`src/rtl/core/lome_pkg.sv`:
```
// lome_pkg: shared widths, op codes, command/slot/trade structs and engine states
// for the order matching engine; no dependencies
`timescale 1ns / 1ps
package lome_pkg;
   localparam int BOOK_SLOTS   = 64;
   localparam int KEY_BITS     = 32;
   localparam int PRICE_BITS   = 16;
   localparam int QTY_BITS     = 24;
   localparam int ARRIVAL_BITS = 32;
   localparam int SLOT_W       = $clog2(BOOK_SLOTS);
   localparam int CNT_W        = $clog2(BOOK_SLOTS + 1);
   localparam int QUEUE_DEPTH  = 2;
   localparam int QPTR_W       = $clog2(QUEUE_DEPTH);
   localparam int QCNT_W       = $clog2(QUEUE_DEPTH + 1);

   typedef logic [1:0] op_type;
   localparam op_type OP_NEW    = 2'd0;
   localparam op_type OP_CANCEL = 2'd1;
   localparam op_type OP_MODIFY = 2'd2;

   typedef struct packed {
      op_type                op;
      logic [KEY_BITS-1:0]   key;
      logic                  sell;
      logic                  rest;
      logic [PRICE_BITS-1:0] price;
      logic [QTY_BITS-1:0]   qty;
   } cmd_type;

   typedef struct packed {
      logic [KEY_BITS-1:0]     key;
      logic                    sell;
      logic [PRICE_BITS-1:0]   price;
      logic [QTY_BITS-1:0]     remaining;
      logic [ARRIVAL_BITS-1:0] arrival;
   } slot_type;

   typedef struct packed {
      logic [KEY_BITS-1:0]   resting_key;
      logic [PRICE_BITS-1:0] resting_price;
      logic [QTY_BITS-1:0]   fill_quantity;
      logic [KEY_BITS-1:0]   incoming_key;
      logic [PRICE_BITS-1:0] incoming_price;
      logic                  last;
   } trade_type;

   typedef enum logic [2:0] {
      ST_IDLE, ST_FIND, ST_MSCAN, ST_FILL, ST_END, ST_RSCAN
   } state_type;
endpackage

```
`src/rtl/core/lome_queue.sv`:
```
// lome_queue: short command queue between front and matching back end
// depends on lome_pkg
`timescale 1ns / 1ps
module lome_queue (
   input  logic              clock,
   input  logic              reset,
   input  logic              push_vld,
   output logic              push_rdy,
   input  lome_pkg::cmd_type push_cmd,
   output logic              pop_vld,
   input  logic              pop_rdy,
   output lome_pkg::cmd_type pop_cmd
);
   lome_pkg::cmd_type                 entry_ff [lome_pkg::QUEUE_DEPTH];
   logic [lome_pkg::QPTR_W-1:0]       wr_ptr_ff, wr_ptr_in, rd_ptr_ff, rd_ptr_in;
   logic [lome_pkg::QCNT_W-1:0]       count_ff, count_in;
   logic                              do_push, do_pop;

   assign push_rdy = count_ff != lome_pkg::QCNT_W'(lome_pkg::QUEUE_DEPTH);
   assign pop_vld  = count_ff != '0;
   assign do_push  = push_vld && push_rdy;
   assign do_pop   = pop_vld && pop_rdy;
   assign pop_cmd  = entry_ff[rd_ptr_ff];

   always_comb begin
      wr_ptr_in = wr_ptr_ff;
      rd_ptr_in = rd_ptr_ff;
      count_in  = count_ff;
      if (do_push) begin
         wr_ptr_in = (wr_ptr_ff == lome_pkg::QPTR_W'(lome_pkg::QUEUE_DEPTH - 1)) ?
                     '0 : wr_ptr_ff + 1'b1;
      end
      if (do_pop) begin
         rd_ptr_in = (rd_ptr_ff == lome_pkg::QPTR_W'(lome_pkg::QUEUE_DEPTH - 1)) ?
                     '0 : rd_ptr_ff + 1'b1;
      end
      if (do_push && !do_pop) begin
         count_in = count_ff + 1'b1;
      end else if (do_pop && !do_push) begin
         count_in = count_ff - 1'b1;
      end
   end

   always_ff @(posedge clock) begin
      if (reset) begin
         wr_ptr_ff <= '0;
         rd_ptr_ff <= '0;
         count_ff  <= '0;
      end else begin
         wr_ptr_ff <= wr_ptr_in;
         rd_ptr_ff <= rd_ptr_in;
         count_ff  <= count_in;
      end
      if (do_push) begin
         entry_ff[wr_ptr_ff] <= push_cmd;
      end
   end
endmodule

```
`config.mk`:
```
export PLATFORM = sky130hd
export DESIGN_NAME = lome_queue
export DESIGN_NICKNAME = d
export VERILOG_FILES = /design/src/rtl/core/lome_pkg.sv /design/src/rtl/core/lome_queue.sv
export SDC_FILE = /design/constraint.sdc
export NUM_CORES = 1
export LEC_CHECK = 0
export BUFFER_PORTS_ARGS = -buffer_cell sky130_fd_sc_hd__buf_4
export CORE_MARGIN = 4
export CORE_UTILIZATION = 47
export DETAILED_ROUTE_END_ITERATION = 6
export PLACE_DENSITY = 0.73
export SLEW_MARGIN = 20
export SYNTH_ARGS = -nofsm -noshare
export SYNTH_HDL_FRONTEND = slang
export SYNTH_SLANG_ARGS = --single-unit
```
`constraint.sdc`:
```
create_clock -name clock -period 2.8 [get_ports clock]
set_input_delay 0.56 -clock clock [delete_from_list [all_inputs] [get_ports clock]]
set_output_delay 0.56 -clock clock [all_outputs]
set_load 0.01 [all_outputs]
```
==> out/summary.txt <==
Die H: 118.2 um
Flop2flop setup slack: 1.13 ns
Fin util: 64.86%
Reg2Reg Depth: 5
Post-CTS Setup Inserts: 0
DP HPWL: 6.849 mm
CTS Buf Count: 17
RR Endpoint: count_ff[1]
Peak Freq: 421.5 MHz
Clock Pin Slew Worst Setup and Hold Paths: 0.06 ns
Critical Path Fanout Max: 44
Final Setup Violations: 0
Fin Setup TNS: 0 ns
WL final: 10.42 mm
Max clock buf depth: 2
Final Cycle Share: 84.73%
Yosys top cell area share: 79.93%
Tmin final: 2.372 ns
Max H-tree Level: 4
Post-synth top cells: 152 x edfxtp_1, 76 x mux2_2, 5 x dfxtp_1
Largest stage delay on the critical path: 0.48 ns
Status: finished clean
Antenna cells: 0
Worst-Margin Slew: 0.5911 ns
Pin count of the biggest net entering global routing: 77
Worst skew pair latency: 0.41 ns
Share of layout cells above drive strength 1: 59.78%
Via count: 2938
Reg-to-Reg Start: count_ff[0]
Hold Path Depth: 1
Endpoint class of the critical path: output pin
Cell taking the most area after synthesis: edfxtp_1
Top post-synthesis cells by area: edfxtp_1 80%, mux2_2 15%, dfxtp_1 1.8%
Layout area overhead: 32.47%
Synth cell types: 19
CORE AREA: 11660 sq um
Comb power frac: 26.3%
Gate Count Post-Synth: 260
Max-Cap Viols: 0
Min Hold Slack: 0.3323 ns
Design area: 7565 sq um
Post-synth EDFFs: 152
Post-synthesis sequential area ratio: 81.68%
CTS tree: built
Hold path start: push_cmd[57]
Port buffer count: 157
Vias in the first global route: 3189
Hold Buf Count CTS: 0
Ys async rst share: 0%
GRT Total Usage: 15.43%
Worst EP arrival: 1.81 ns
Initial antenna violation count: 0
Lkg Pwr: 2.823 nW
Sw power: 1.703 mW
Critical setup path kind: register to output pin
Mapped Nets: 341
RSZ-0062 raised after global routing: false
Seq cells post-synth: 157
Nets: 514
Synth Flop Type: edfxtp_1
Reg power frac: 45.1%
Worst VDD drop: 504.6 uV
Final Hold Vio Count: 0
Root Driver: clkbuf_16
Synth Warn #: 0
Clk sinks: 157
Number of remaining DRC errors: 0
Worst path required time: 2.24 ns
Die Width: 118.2 um
HP Class: input port to register
Num ports: 158
Initial Util: 48.96%
Hold Path End: entry_ff[0][57]
Via-per-instance ratio: 4.997
Number of nets with antenna violations after routing: 0
RePlAce Congestion: 0.6833
Max Slew Vio Count: 0
Buf/Inv on CP: 2
Resized Gates After CTS: 0
CP Launch Type: register
# rows: 39
Clk pwr share: 28.6%
CP delay by family, top: buffers and inverters
Critical path cell sequence: buf_4, mux2_2, buf_4
First-pass GRT wire length: 16.42 mm
DRT iter0 DRCs: 156
Synthesized cell area: 5710 sq um
Worst slew margin: 60.59%
DP Area: 7073 sq um
Average wire per standard cell: 17.72 um
Count leader, synth: edfxtp_1
Final Skew: 0.008959 ns
Syn avg cell area: 21.96 sq um
Sw Ratio: 25.51%
PwrDens: 882.3 nW/um^2
DRT Pass-1 Iters: 4
P_int: 4.972 mW
Slowest CP cell: buf_4
CP most frequent cell: buf_4
Gr ovfl total: 0
Die Footprint: 13980 sq um
[cell families (layout without fill, tap and decap cells)]
| logic type | count (synthesis) | after routing | synth area share [%] |
|---|---|---|---|
| buffers and inverters | 9 | 194 | 1.249 |
| xor gates and xnor gates | 3 | 3 | 0.4602 |
| adders and majority gates | 1 | 1 | 0.2191 |
| muxes | 76 | 76 | 14.99 |
| DFF | 157 | 157 | 81.68 |
| AOI/OAI and AO/OA | 5 | 5 | 0.5259 |
| and+or+nand+nor | 9 | 9 | 0.8768 |
[power by group through the flow]
stage	Sequential [mW]	Combinational, mW	Clock [mW]
global route	3.04	1.89	2.09
floorplan	3.05	0.995	0
global placement	3.04	1.77	0
detailed placement	3.06	1.79	0
CTS	3.02	1.80	1.95
finish	3.01	1.76	1.91
[cells in the final DEF (no fill, tap or decap), types with 2 or more instances in the layout]
cell type	instances
clkinv_1	4
o21ai_0	2
xor2_1	3
clkbuf_16	17
nor2_1	3
buf_4	160
mux2_2	76
a21oi_1	2
clkbuf_1	4
dfxtp_1	4
clkinv_2	5
buf_12	2
edfxtp_1	152
[flip-flops by register name, indices dropped and copies added (netlist names), named ones only]
name,flops
entry_ff,152
count_ff,2
rd_ptr_ff,1
wr_ptr_ff,1
[worst reg2reg max path, stage by stage, from the launching register on]
cell and delay (ns):
dfxtp_1 0.35, nand2b_1 0.24, and2_1 0.20, ha_1 0.33, or3_1 0.35, a21oi_1 0.14
[metrics by stage]
step / setup WS, ns / total power [mW] / cells
detailed placement: 0.8327 / 4.855 / 557
global route: 0.3306 / 7.021 / 588
global placement: 0.8477 / 4.819 / 557
floorplan: 0.1636 / 4.045 / 260
finish: 0.4276 / 6.675 / 588
CTS: 0.3810 / 6.770 / 588
[cell type report]
type                       instances  area (sq um)
fill                             836          4098
timing repair buffer             162          1241
clock buffer                      21         440.4
clock inverter                    10         51.30
inverter                           1         5.005
tap                              143         178.9
sequential                       157          4668
multi-input combinational         94         979.7
[metal layers]
metal | vias to the layer above | wire length (um) | GRT usage [%]
li1 | 1372 | - | -
met1 | 1430 | 4310 | 19.36
met2 | 120 | 5155 | 24.76
met3 | 16 | 802 | 4.776
met4 | 0 | 150 | 7.033
met5 | - | 0 | 0
[worst max path at each step]
stage | slack (ns) | cells past startpoint | end | startpoint
after global routing | 0.33 | 3 | pop_cmd[63] | register
after CTS | 0.38 | 3 | pop_cmd[63] | register
final | 0.43 | 3 | pop_cmd[63] | register
after detailed placement | 0.83 | 3 | pop_cmd[63] | register
after global placement | 0.85 | 3 | pop_cmd[63] | register
after floorplan | 0.16 | 3 | entry_ff[0][0] | count_ff[0]
No activity file was read; power rests on OpenSTA's default activity.
