### src/rtl/core/lome_pkg.sv
// lome_pkg: shared widths, op codes, command/slot/trade structs and engine states
// for the order matching engine; no dependencies
`timescale 1ns / 1ps
package lome_pkg;
   localparam int BOOK_SLOTS   = 64;
   localparam int KEY_BITS     = 32;
   localparam int PRICE_BITS   = 16;
   localparam int QTY_BITS     = 24;
   localparam int ARRIVAL_BITS = 32;
   localparam int SLOT_W       = $clog2(BOOK_SLOTS);
   localparam int CNT_W        = $clog2(BOOK_SLOTS + 1);
   localparam int QUEUE_DEPTH  = 2;
   localparam int QPTR_W       = $clog2(QUEUE_DEPTH);
   localparam int QCNT_W       = $clog2(QUEUE_DEPTH + 1);

   typedef logic [1:0] op_type;
   localparam op_type OP_NEW    = 2'd0;
   localparam op_type OP_CANCEL = 2'd1;
   localparam op_type OP_MODIFY = 2'd2;

   typedef struct packed {
      op_type                op;
      logic [KEY_BITS-1:0]   key;
      logic                  sell;
      logic                  rest;
      logic [PRICE_BITS-1:0] price;
      logic [QTY_BITS-1:0]   qty;
   } cmd_type;

   typedef struct packed {
      logic [KEY_BITS-1:0]     key;
      logic                    sell;
      logic [PRICE_BITS-1:0]   price;
      logic [QTY_BITS-1:0]     remaining;
      logic [ARRIVAL_BITS-1:0] arrival;
   } slot_type;

   typedef struct packed {
      logic [KEY_BITS-1:0]   resting_key;
      logic [PRICE_BITS-1:0] resting_price;
      logic [QTY_BITS-1:0]   fill_quantity;
      logic [KEY_BITS-1:0]   incoming_key;
      logic [PRICE_BITS-1:0] incoming_price;
      logic                  last;
   } trade_type;

   typedef enum logic [2:0] {
      ST_IDLE, ST_FIND, ST_MSCAN, ST_FILL, ST_END, ST_RSCAN
   } state_type;
endpackage

### src/rtl/core/lome_if.sv
// lome_if: valid/ready channel interfaces for order items and trade items
// depends on lome_pkg
`timescale 1ns / 1ps
interface lome_req_if;
   logic                           valid;
   logic                           ready;
   logic [1:0]                     op;
   logic [lome_pkg::KEY_BITS-1:0]   order_id;
   logic                           side_sell;
   logic                           immediate_or_cancel;
   logic [lome_pkg::PRICE_BITS-1:0] limit_price;
   logic [lome_pkg::QTY_BITS-1:0]   order_quantity;
   modport source (output valid, op, order_id, side_sell, immediate_or_cancel,
                   limit_price, order_quantity, input ready);
   modport sink (input valid, op, order_id, side_sell, immediate_or_cancel,
                 limit_price, order_quantity, output ready);
endinterface


### src/rtl/core/lome_front.sv
// lome_front: accepts order items, drops ones that do nothing, registers a command
// depends on lome_pkg, lome_if
`timescale 1ns / 1ps
module lome_front (
   input  logic              clock,
   input  logic              reset,
   lome_req_if.sink          req,
   output logic              cmd_vld,
   input  logic              cmd_rdy,
   output lome_pkg::cmd_type cmd
);
   logic              vld_ff, vld_in;
   lome_pkg::cmd_type cmd_ff, cmd_in;
   logic              take, keep, priced;

   assign req.ready = !vld_ff || cmd_rdy;
   assign take      = req.valid && req.ready;
   assign priced    = (req.limit_price != '0) && (req.order_quantity != '0);
   // cancel ignores price and quantity; unknown ops fall out here
   assign keep = (req.op == lome_pkg::OP_CANCEL) ||
                 (((req.op == lome_pkg::OP_NEW) || (req.op == lome_pkg::OP_MODIFY)) && priced);

   always_comb begin
      vld_in = vld_ff;
      cmd_in = cmd_ff;
      if (take) begin
         vld_in       = keep;
         cmd_in.op    = req.op;
         cmd_in.key   = req.order_id;
         cmd_in.sell  = req.side_sell;
         cmd_in.rest  = (req.op == lome_pkg::OP_MODIFY) || !req.immediate_or_cancel;
         cmd_in.price = req.limit_price;
         cmd_in.qty   = req.order_quantity;
      end else if (cmd_rdy) begin
         vld_in = 1'b0;
      end
   end

   always_ff @(posedge clock) begin
      if (reset) begin
         vld_ff <= 1'b0;
      end else begin
         vld_ff <= vld_in;
      end
      cmd_ff <= cmd_in;
   end

   assign cmd_vld = vld_ff;
   assign cmd     = cmd_ff;
endmodule

### src/flat_wrapper.sv
// flat-port wrapper written by rule: the top's interface ports become plain ports
module lome_front_flat 
  (clock, reset, cmd_vld, cmd_rdy, cmd, req_valid, req_op, req_order_id, req_side_sell, req_immediate_or_cancel, req_limit_price, req_order_quantity, req_ready);
  lome_req_if req_i ();
  input  logic clock;
  input  logic reset;
  output logic cmd_vld;
  input  logic cmd_rdy;
  output lome_pkg::cmd_type cmd;
  input wire logic [$bits(req_i.valid)-1:0] req_valid;
  input wire logic [$bits(req_i.op)-1:0] req_op;
  input wire logic [$bits(req_i.order_id)-1:0] req_order_id;
  input wire logic [$bits(req_i.side_sell)-1:0] req_side_sell;
  input wire logic [$bits(req_i.immediate_or_cancel)-1:0] req_immediate_or_cancel;
  input wire logic [$bits(req_i.limit_price)-1:0] req_limit_price;
  input wire logic [$bits(req_i.order_quantity)-1:0] req_order_quantity;
  output wire logic [$bits(req_i.ready)-1:0] req_ready;
  assign req_i.valid = req_valid;
  assign req_i.op = req_op;
  assign req_i.order_id = req_order_id;
  assign req_i.side_sell = req_side_sell;
  assign req_i.immediate_or_cancel = req_immediate_or_cancel;
  assign req_i.limit_price = req_limit_price;
  assign req_i.order_quantity = req_order_quantity;
  assign req_ready = req_i.ready;
  lome_front u_core (.clock(clock), .reset(reset), .req(req_i), .cmd_vld(cmd_vld), .cmd_rdy(cmd_rdy), .cmd(cmd));
endmodule
### config.mk
export PLATFORM = sky130hd
export DESIGN_NAME = lome_front_flat
export DESIGN_NICKNAME = d
export VERILOG_FILES = /design/src/rtl/core/lome_pkg.sv /design/src/rtl/core/lome_if.sv /design/src/rtl/core/lome_front.sv /design/src/flat_wrapper.sv
export SDC_FILE = /design/constraint.sdc
export NUM_CORES = 1
export LEC_CHECK = 0
export BUFFER_PORTS_ARGS = -buffer_cell sky130_fd_sc_hd__buf_2
export CAP_MARGIN = 25
export CORE_MARGIN = 3
export CORE_UTILIZATION = 34
export DETAILED_ROUTE_END_ITERATION = 7
export PLACE_DENSITY = 0.8
export SLEW_MARGIN = 20
export SYNTH_ARGS = -nofsm -noshare
export SYNTH_HDL_FRONTEND = slang
export SYNTH_SLANG_ARGS = --single-unit
export TNS_END_PERCENT = 10
### constraint.sdc
create_clock -name clock -period 2.7 [get_ports clock]
set_clock_uncertainty 0.1 [all_clocks]
set_input_delay 0.135 -clock clock [delete_from_list [all_inputs] [get_ports clock]]
set_output_delay 0.135 -clock clock [all_outputs]
set_load 0.005 [all_outputs]
==> impl_metrics.ini, run 1 <==
[yosys]
synth-seq-cells = 77
ys_warn_count = 0
syn_area_per_cell_um2 = 24.6
syn_area_mm2 = 0.00246
synth_seq_area_share_pct = 93.5
yosysUniqueCellTypes = 14
synthCells = 100
syn-num-nets = 180

[drt]
wl_per_cell_um = 16.4
vias = 1962
vias_per_cell = 4.40
antenna_left = 0
drtPass1Iterations = 4
drt_iter0_markers = 55
drt_wl_total_mm = 7.33
drc = 0

[power_and_ir_drop]
sw_frac_of_total_pct = 19.4
power.density_mw_per_mm2 = 618
power_frac_comb_pct = 10.7
p_leak_nw = 1.83
p_seq_share_pct = 52.8
switchingPower_mw = 0.524
pwr-share-clk_pct = 36.5
power_report.internal_total_mw = 2.18
ir_drop_uv = 341

[finish]
utilization_pct = 63.3
synthToLayoutAreaGrowth_pct = 77.5
n_antenna_cell = 0
nets = 425
drive_gt1_share_pct = 49.7

[sta]
finalSetupViolCount = 0
fin_crit_sh_pct = 65.6
slew_viol_final = 0
report.final.hold_viol_count = 0
fmax_mhz = 564
relSlewSlack_pct = 35.6
worst_pin_slew_ns = 0.966
rsz0062_at_grt = no
fin_crit_ns = 1.77
tns_ns = 0

[grt]
grt_antenna_before_repair = 0
grt-ovfl-total = 0
globalRouteTotalUtil_pct = 17.6
grt_pass1_vias = 2118
grt_max_degree = 77
grt_pass1_wl_mm = 10.9

[cts]
root_buffer = clkbuf_8
clock_latency_ns = 0.33
cts.reportedPaths.clkPinSlew_ns = 0.07
cts_setup_buffers = 0
cts_made_buffers = 9
hold_buffers = 77
clock-sinks = 77
cts-htree-levels = 3
post_cts_resized = 0
cts_tree = yes
clk_path_buf_depth = 2

[floorplan]
chipWidth_um = 91.1
core-area_mm2 = 0.00691
start_util_pct = 35.6
die-area_mm2 = 0.00830
rows = 30
ios = 158
die_height_um = 91.1

[critical_path]
crit_slowest_cell = and2_4
crit_fanout = 76
crit_path_cell_trace = nand2b_1 > and2_4
critPathKind = reg -> reg
arrival_ns = 1.63
required_ns = 2.55
slowest_delay_ns = 0.80
endpoint_kind = register
worstSetupStartpointType = register

[outcome]
status = complete, no violations

[place]
gp_congestion = 0.777
portBuffers = 157

[min_path]
min_path_type = in -> reg

[job]
cap_violations = 0
## layout make-up
| class | instances | area [um2] |
|---|---|---|
| Fill cell | 537 | 2540 |
| Multi-Input combinational cell | 21 | 154 |
| Tap cell | 96 | 120 |
| Inverter | 2 | 7.51 |
| Clock buffer | 10 | 128 |
| Timing Repair Buffer | 234 | 1560 |
| Sequential cell | 77 | 2300 |
| Clock inverter | 6 | 101 |
## cells by family after synthesis
group	Yosys count	share of synthesized area (%)
AND/OR/NAND/NOR	17	5.03
buffers and inverters	2	0.305
flip-flops	77	93.5
AO/OA/AOI/OAI	4	1.12
## per-layer routing
layer  share of wire [%]  vias up  GRT usage (%)  wire length [um]
met5                   0        -              0                 0
met4                 2.7        0           8.42               198
met3                  10       21           6.88               759
met2                  51      115           31.7              3760
met1                  36      919           17.6              2610
li1                    -      907              -                 -
## metrics by stage
stage                     hold WS, ns  std cells  power [mW]  instance area, um2  setup slack, ns
after floorplan                 0.134        100        1.49                2460            0.769
after global placement          0.213        353        1.64                3370             1.06
after detailed placement        0.213        353        1.65                3370            0.957
after CTS                       0.102        446        2.72                4370            0.925
after global routing            0.133        446        2.79                4370            0.848
final                           0.122        446        2.70                4370            0.928
## placed cells by master (no fill, tap or decap)
cell / synthesis / final
inv_1: 2 / 2
clkbuf_8: 0 / 9
bufinv_16: 0 / 3
buf_2: 0 / 157
nor2_1: 1 / 1
a31oi_1: 1 / 1
dlygate4sd3_1: 0 / 77
o2111ai_1: 1 / 1
clkinv_1: 0 / 3
nor4_1: 6 / 6
nand2b_1: 1 / 1
nand4_1: 2 / 2
and2_4: 0 / 1
o21ai_0: 1 / 1
clkbuf_1: 0 / 1
a21boi_0: 1 / 1
edfxtp_1: 76 / 76
nand2_1: 2 / 2
nor4_2: 4 / 4
dfxtp_1: 1 / 1
## flip-flops by register name (all words and copies together), names as in the netlist
register        cells
u_core.cmd         76
u_core.cmd_vld      1
## worst max-delay path: cells and delay by family, from the launching register on
family           cells  cell delay [ns]
and+or+nand+nor      2             0.93
DFF                  1             0.33
## synthesized netlist by cell type
library cell  count  area [um2]
a21boi_0          1        7.51
nor4_2            4        50.1
nor2_1            1        3.75
nor4_1            6        37.5
o2111ai_1         1        8.76
nand2_1           2        7.51
and2_1            1        6.26
nand4_1           2        12.5
nand2b_1          1        6.26
a31oi_1           1        6.26
inv_1             2        7.51
edfxtp_1         76        2280
dfxtp_1           1        20.0
o21ai_0           1        5.00
## power by group through the flow
stage | Sequential, mW | Combinational (mW) | Clock, mW
2_1_floorplan | 1.46 | 0.0319 | 0
3_3_place_gp | 1.45 | 0.194 | 0
3_5_place_dp | 1.45 | 0.200 | 0
4_1_cts | 1.42 | 0.286 | 1.01
5_1_grt | 1.43 | 0.312 | 1.05
6_report | 1.42 | 0.289 | 0.986
## path summary, 6_finish.rpt
| path | from | to | slack, ns | cells past startpoint |
|---|---|---|---|---|
| setup / recovery | u_core.cmd_vld | u_core.cmd[49] | 0.93 | 2 |
| setup reg to reg | u_core.cmd_vld | u_core.cmd[49] | 0.93 | 2 |
| hold reg to reg | u_core.cmd_vld | u_core.cmd_vld | 0.60 | 4 |
| hold / removal | req_valid | u_core.cmd_vld | 0.12 | 4 |
(Power assumes the default switching activity.)
==> run 2: changes to the inputs <==
- clock period: 2.7 -> 1.6 ns (I/O delays scaled with it)
==> run 2 against run 1 <==
Compared with the run above:
- first-iteration DRC count rose by 36%
- total power rose by 77%
- final area rose by 1.4%
- critical endpoint is now u_core.cmd_vld
- via count fell by 1.6%
- count of clock-buffer cells in the layout did not move
- non-clock buffer count rose by 2
- worst hold slack got worse by 0.013 ns
==> impl_metrics.ini, run 2 (synthesis results as in run 1) <==
[sta]
fin_ws_ns = 0.179
relSlewSlack_pct = 76.0
fin_crit_ns = 1.42
rsz0062_at_grt = no
fin_hold_ws_ns = 0.109
tns_ns = 0
fmax_mhz = 704
worst_pin_slew_ns = 0.357
fin_crit_sh_pct = 88.8
report.final.hold_viol_count = 0
finalSetupViolCount = 0
slew_viol_final = 0

[finish]
final_area_mm2 = 0.00443
n_antenna_cell = 0
mostFrequentLayoutCells = buf_2, dlygate4sd3_1, edfxtp_1, clkbuf_8, nor4_1
largest_reg_flops = 76
fillCellCount = 546
final_common_cell = buf_2
utilization_pct = 64.1
nets = 427
stdcell_count = 448
drive_gt1_share_pct = 50.9
synthToLayoutAreaGrowth_pct = 80.0

[power_and_ir_drop]
pwr-share-clk_pct = 39.3
switchingPower_mw = 0.930
p_leak_nw = 1.85
sw_frac_of_total_pct = 19.5
power_report.internal_total_mw = 3.85
p_seq_share_pct = 50.2
p_total_mw = 4.78
power.density_mw_per_mm2 = 1080
ir_drop_uv = 853
power_frac_comb_pct = 10.5

[drt]
vias_per_cell = 4.31
drc = 0
drtPass1Iterations = 6
drt_iter0_markers = 75
drt_wl_total_mm = 7.42
wl_per_cell_um = 16.6
vias = 1930
antenna_left = 0

[min_path]
min_path_type = in -> reg

[critical_path]
critPathKind = in -> reg
path_buf_inv = 2
crit_fanout = 2
worstSetupStartpointType = primary input
required_ns = 1.71
slowest_delay_ns = 0.55
crit_slowest_cell = dlygate4sd3_1
crit_family = buffers and inverters
arrival_ns = 1.53
endpoint_kind = register
crit_path_cell_trace = dlygate4sd3_1 > buf_2 > nor4_2 > nand4_1 > o2111ai_1 > nand2_1

[floorplan]
die_height_um = 91.1
chipWidth_um = 91.1
die-area_mm2 = 0.00830
rows = 30
core-area_mm2 = 0.00691
start_util_pct = 35.6
ios = 158

[place]
place_ws_ns = 0.246
dp_hpwl_mm = 4.69
place_inst = 355
portBuffers = 157
placed_area_mm2 = 0.00340
gp_congestion = 0.767

[grt]
grt_pass1_wl_mm = 11.3
globalRouteTotalUtil_pct = 18.0
grt-ovfl-total = 0
grt_max_degree = 51
grt_antenna_before_repair = 0
grt_pass1_vias = 2151

[cts]
clk_path_buf_depth = 2
post_cts_resized = 0
clock-sinks = 77
clock_latency_ns = 0.32
cts_made_buffers = 9
cts.reportedPaths.clkPinSlew_ns = 0.07
root_buffer = clkbuf_8
cts-htree-levels = 3
cts_tree = yes

[job]
cap_violations = 0

[outcome]
status = complete, no violations
[run 2: cell types whose count changed in the layout (fill, tap and decap cells not counted), sizes merged]
cell | before | now
buf | 157 | 159
bufinv | 3 | 4
clkinv | 3 | 0
clkinvlp | 0 | 2
[run 2: timing repair]
item,4_1_cts,5_1_grt
setup endpoints to repair,0,0
hold buffers,77,0
setup buffers,0,0
endpoints found under the hold margin,77,0
[run 2: layout make-up]
class / count / area [um2] / share of cell area (%)
tap: 96 / 120 / 2.71
multi-input combinational: 21 / 154 / 3.47
inverter: 2 / 7.51 / 0.169
timing repair buffer: 236 / 1580 / 35.8
clock buffer: 10 / 128 / 2.88
clock inverter: 6 / 135 / 3.05
sequential: 77 / 2300 / 52.0
[run 2: power by group through the flow]
stage | clock network (mW) | logic [mW] | registers, mW
after detailed placement | 0 | 0.350 | 2.45
after floorplan | 0 | 0.0553 | 2.47
after global routing | 2.01 | 0.542 | 2.41
after global placement | 0 | 0.339 | 2.44
after CTS | 1.94 | 0.497 | 2.40
final | 1.88 | 0.501 | 2.40
[run 2: final timing paths]
check | slack, ns | from | depth (start not counted) | endpoint
max | 0.18 | req_order_quantity[15] | 6 | u_core.cmd_vld
min | 0.11 | req_valid | 4 | u_core.cmd_vld
max reg2reg | 0.22 | u_core.cmd_vld | 3 | u_core.cmd[38]
min reg2reg | 0.60 | u_core.cmd_vld | 4 | u_core.cmd_vld
[run 2: metal layers]
layer,share of wire [%],vias up,track usage [%],wire length (um)
met4,0.59,0,3.77,44
met2,54,104,34.0,4040
met5,0,-,0,0
met1,38,918,18.8,2810
li1,-,904,-,-
met3,7.1,4,6.71,524
[run 2: tightest hold or removal path: cells and delay by family]
family | cells | cell delay [ns]
AND/OR/NAND/NOR | 1 | 0.06
buffers and inverters | 1 | 0.11
AO/OA/AOI/OAI | 2 | 0.24
==> run 3: changes to the inputs <==
- CORE_UTILIZATION: 34 -> 37
- PLACE_DENSITY: 0.8 -> 0.85
==> run 3 against run 2 <==
Compared with the run above:
- worst hold slack better by 0.00087 ns
- die area decreased by 7.6%
- sequential share of layout area increased by 0.58 points
- via count grew 3.7%
- sequential power about the same
- combinational power grew 1%
- setup slack worse by 0.049 ns
- final area is 1.1% lower
- critical path type unchanged
- largest power group unchanged
==> impl_metrics.ini, run 3 (synthesis results as in run 1) <==
[drt]
antenna_left = 0
drtPass1Iterations = 4
wl_per_cell_um = 17.9
drc = 0
vias = 2002
vias_per_cell = 4.66
drt_wl_total_mm = 7.69
drt_iter0_markers = 87

[cts]
cts_made_buffers = 9
cts_tree = yes
cts-htree-levels = 3
clock-sinks = 77
clock_latency_ns = 0.34
cts.reportedPaths.clkPinSlew_ns = 0.08
cts_setup_buffers = 0
clk_path_buf_depth = 2
root_buffer = clkbuf_8

[finish]
nets = 427
final_common_cell = buf_2
largest_reg_flops = 76
drive_gt1_share_pct = 51.1
mostFrequentLayoutCells = buf_2, dlygate4sd3_1, edfxtp_1, clkbuf_8, nor4_1
utilization_pct = 68.6
synthToLayoutAreaGrowth_pct = 78.0

[power_and_ir_drop]
power.density_mw_per_mm2 = 1040
switchingPower_mw = 0.998
p_leak_nw = 1.83
p_seq_share_pct = 52.9
pwr-share-clk_pct = 35.9
sw_frac_of_total_pct = 22.0
ir_drop_uv = 700
power_frac_comb_pct = 11.2
power_report.internal_total_mw = 3.54

[floorplan]
core-area_mm2 = 0.00639
chipWidth_um = 87.6
start_util_pct = 38.5
ios = 158
die_height_um = 87.6
die-area_mm2 = 0.00767
rows = 29

[critical_path]
critPathLaunch = req_order_quantity[4]
worstSetupStartpointType = primary input
crit_fanout = 2
endpoint_kind = register
critPathKind = in -> reg
arrival_ns = 1.60
r2r_start = u_core.cmd_vld
required_ns = 1.73

[job]
cap_violations = 0

[place]
place_ws_ns = 0.215
portBuffers = 157
gp_congestion = 0.769

[sta]
worst_pin_slew_ns = 0.380
slew_viol_final = 0
fin_ws_ns = 0.129
fin_crit_sh_pct = 91.9
rsz0062_at_grt = no
tns_ns = 0
report.final.hold_viol_count = 0
fmax_mhz = 680
fin_hold_ws_ns = 0.110
relSlewSlack_pct = 74.5
fin_crit_ns = 1.47
finalSetupViolCount = 0

[grt]
globalRouteTotalUtil_pct = 21.0
grt_pass1_wl_mm = 11.5
grt_antenna_before_repair = 1
grt_max_degree = 38
grt-ovfl-total = 0
grt_pass1_vias = 2231

[outcome]
status = complete, no violations

[min_path]
min_path_type = in -> reg
min-delay-start = req_valid
==> run 3: cell count changes in the layout (fill, tap and decap cells not counted), sizes merged <==
| cell | before | now |
|---|---|---|
| inv | 2 | 3 |
| bufinv | 4 | 2 |
| diode | 0 | 1 |
| clkbuf | 10 | 9 |
| clkinvlp | 2 | 4 |
==> run 3: layout make-up <==
type,instances,area (um2)
Antenna cell,1,2.50
Clock buffer,9,124
Clock inverter,7,98.8
Fill cell,434,2000
Inverter,2,7.51
Multi-Input combinational cell,21,154
Sequential cell,77,2300
Tap cell,77,96.3
Timing Repair Buffer,236,1600
==> run 3: final timing paths <==
path / endpoint / depth (start not counted) / slack (ns)
max: u_core.cmd_vld / 6 / 0.13
min: u_core.cmd_vld / 4 / 0.11
max reg2reg: u_core.cmd[70] / 3 / 0.15
min reg2reg: u_core.cmd_vld / 4 / 0.69
==> run 3: critical path, stage by stage <==
cell and delay [ns]:
dlygate4sd3_1 0.53, buf_2 0.14, nor4_1 0.39, nand2_1 0.16, o2111ai_1 0.22, nand2_1 0.08
==> run 3: per-stage QoR <==
stage / area, um2 / instances / total power [mW]
5_1_grt: 4380 / 430 / 4.70
4_1_cts: 4380 / 429 / 4.55
6_report: 4380 / 430 / 4.54
3_3_place_gp: 3390 / 336 / 2.78
3_5_place_dp: 3390 / 336 / 2.79
2_1_floorplan: 2460 / 100 / 2.52
==> run 3: per-layer routing <==
metal	track usage, %	routed length, um	vias to the layer above
met5	0	0	-
met4	13.0	284	0
met3	6.59	744	25
met2	36.9	4160	144
met1	21.5	2510	926
li1	-	-	907
==> run 3: power groups by stage <==
stage	registers [mW]	logic [mW]	clock network, mW
floorplan	2.47	0.0553	0
global placement	2.44	0.338	0
detailed placement	2.44	0.349	0
CTS	2.40	0.494	1.66
global route	2.42	0.549	1.74
finish	2.40	0.508	1.63
==> run 3: what timing repair did <==
item,in CTS,in global routing
hold endpoints to repair,77,0
gates resized for setup,0,0
endpoints found under the setup margin,0,0
hold buffers,77,0
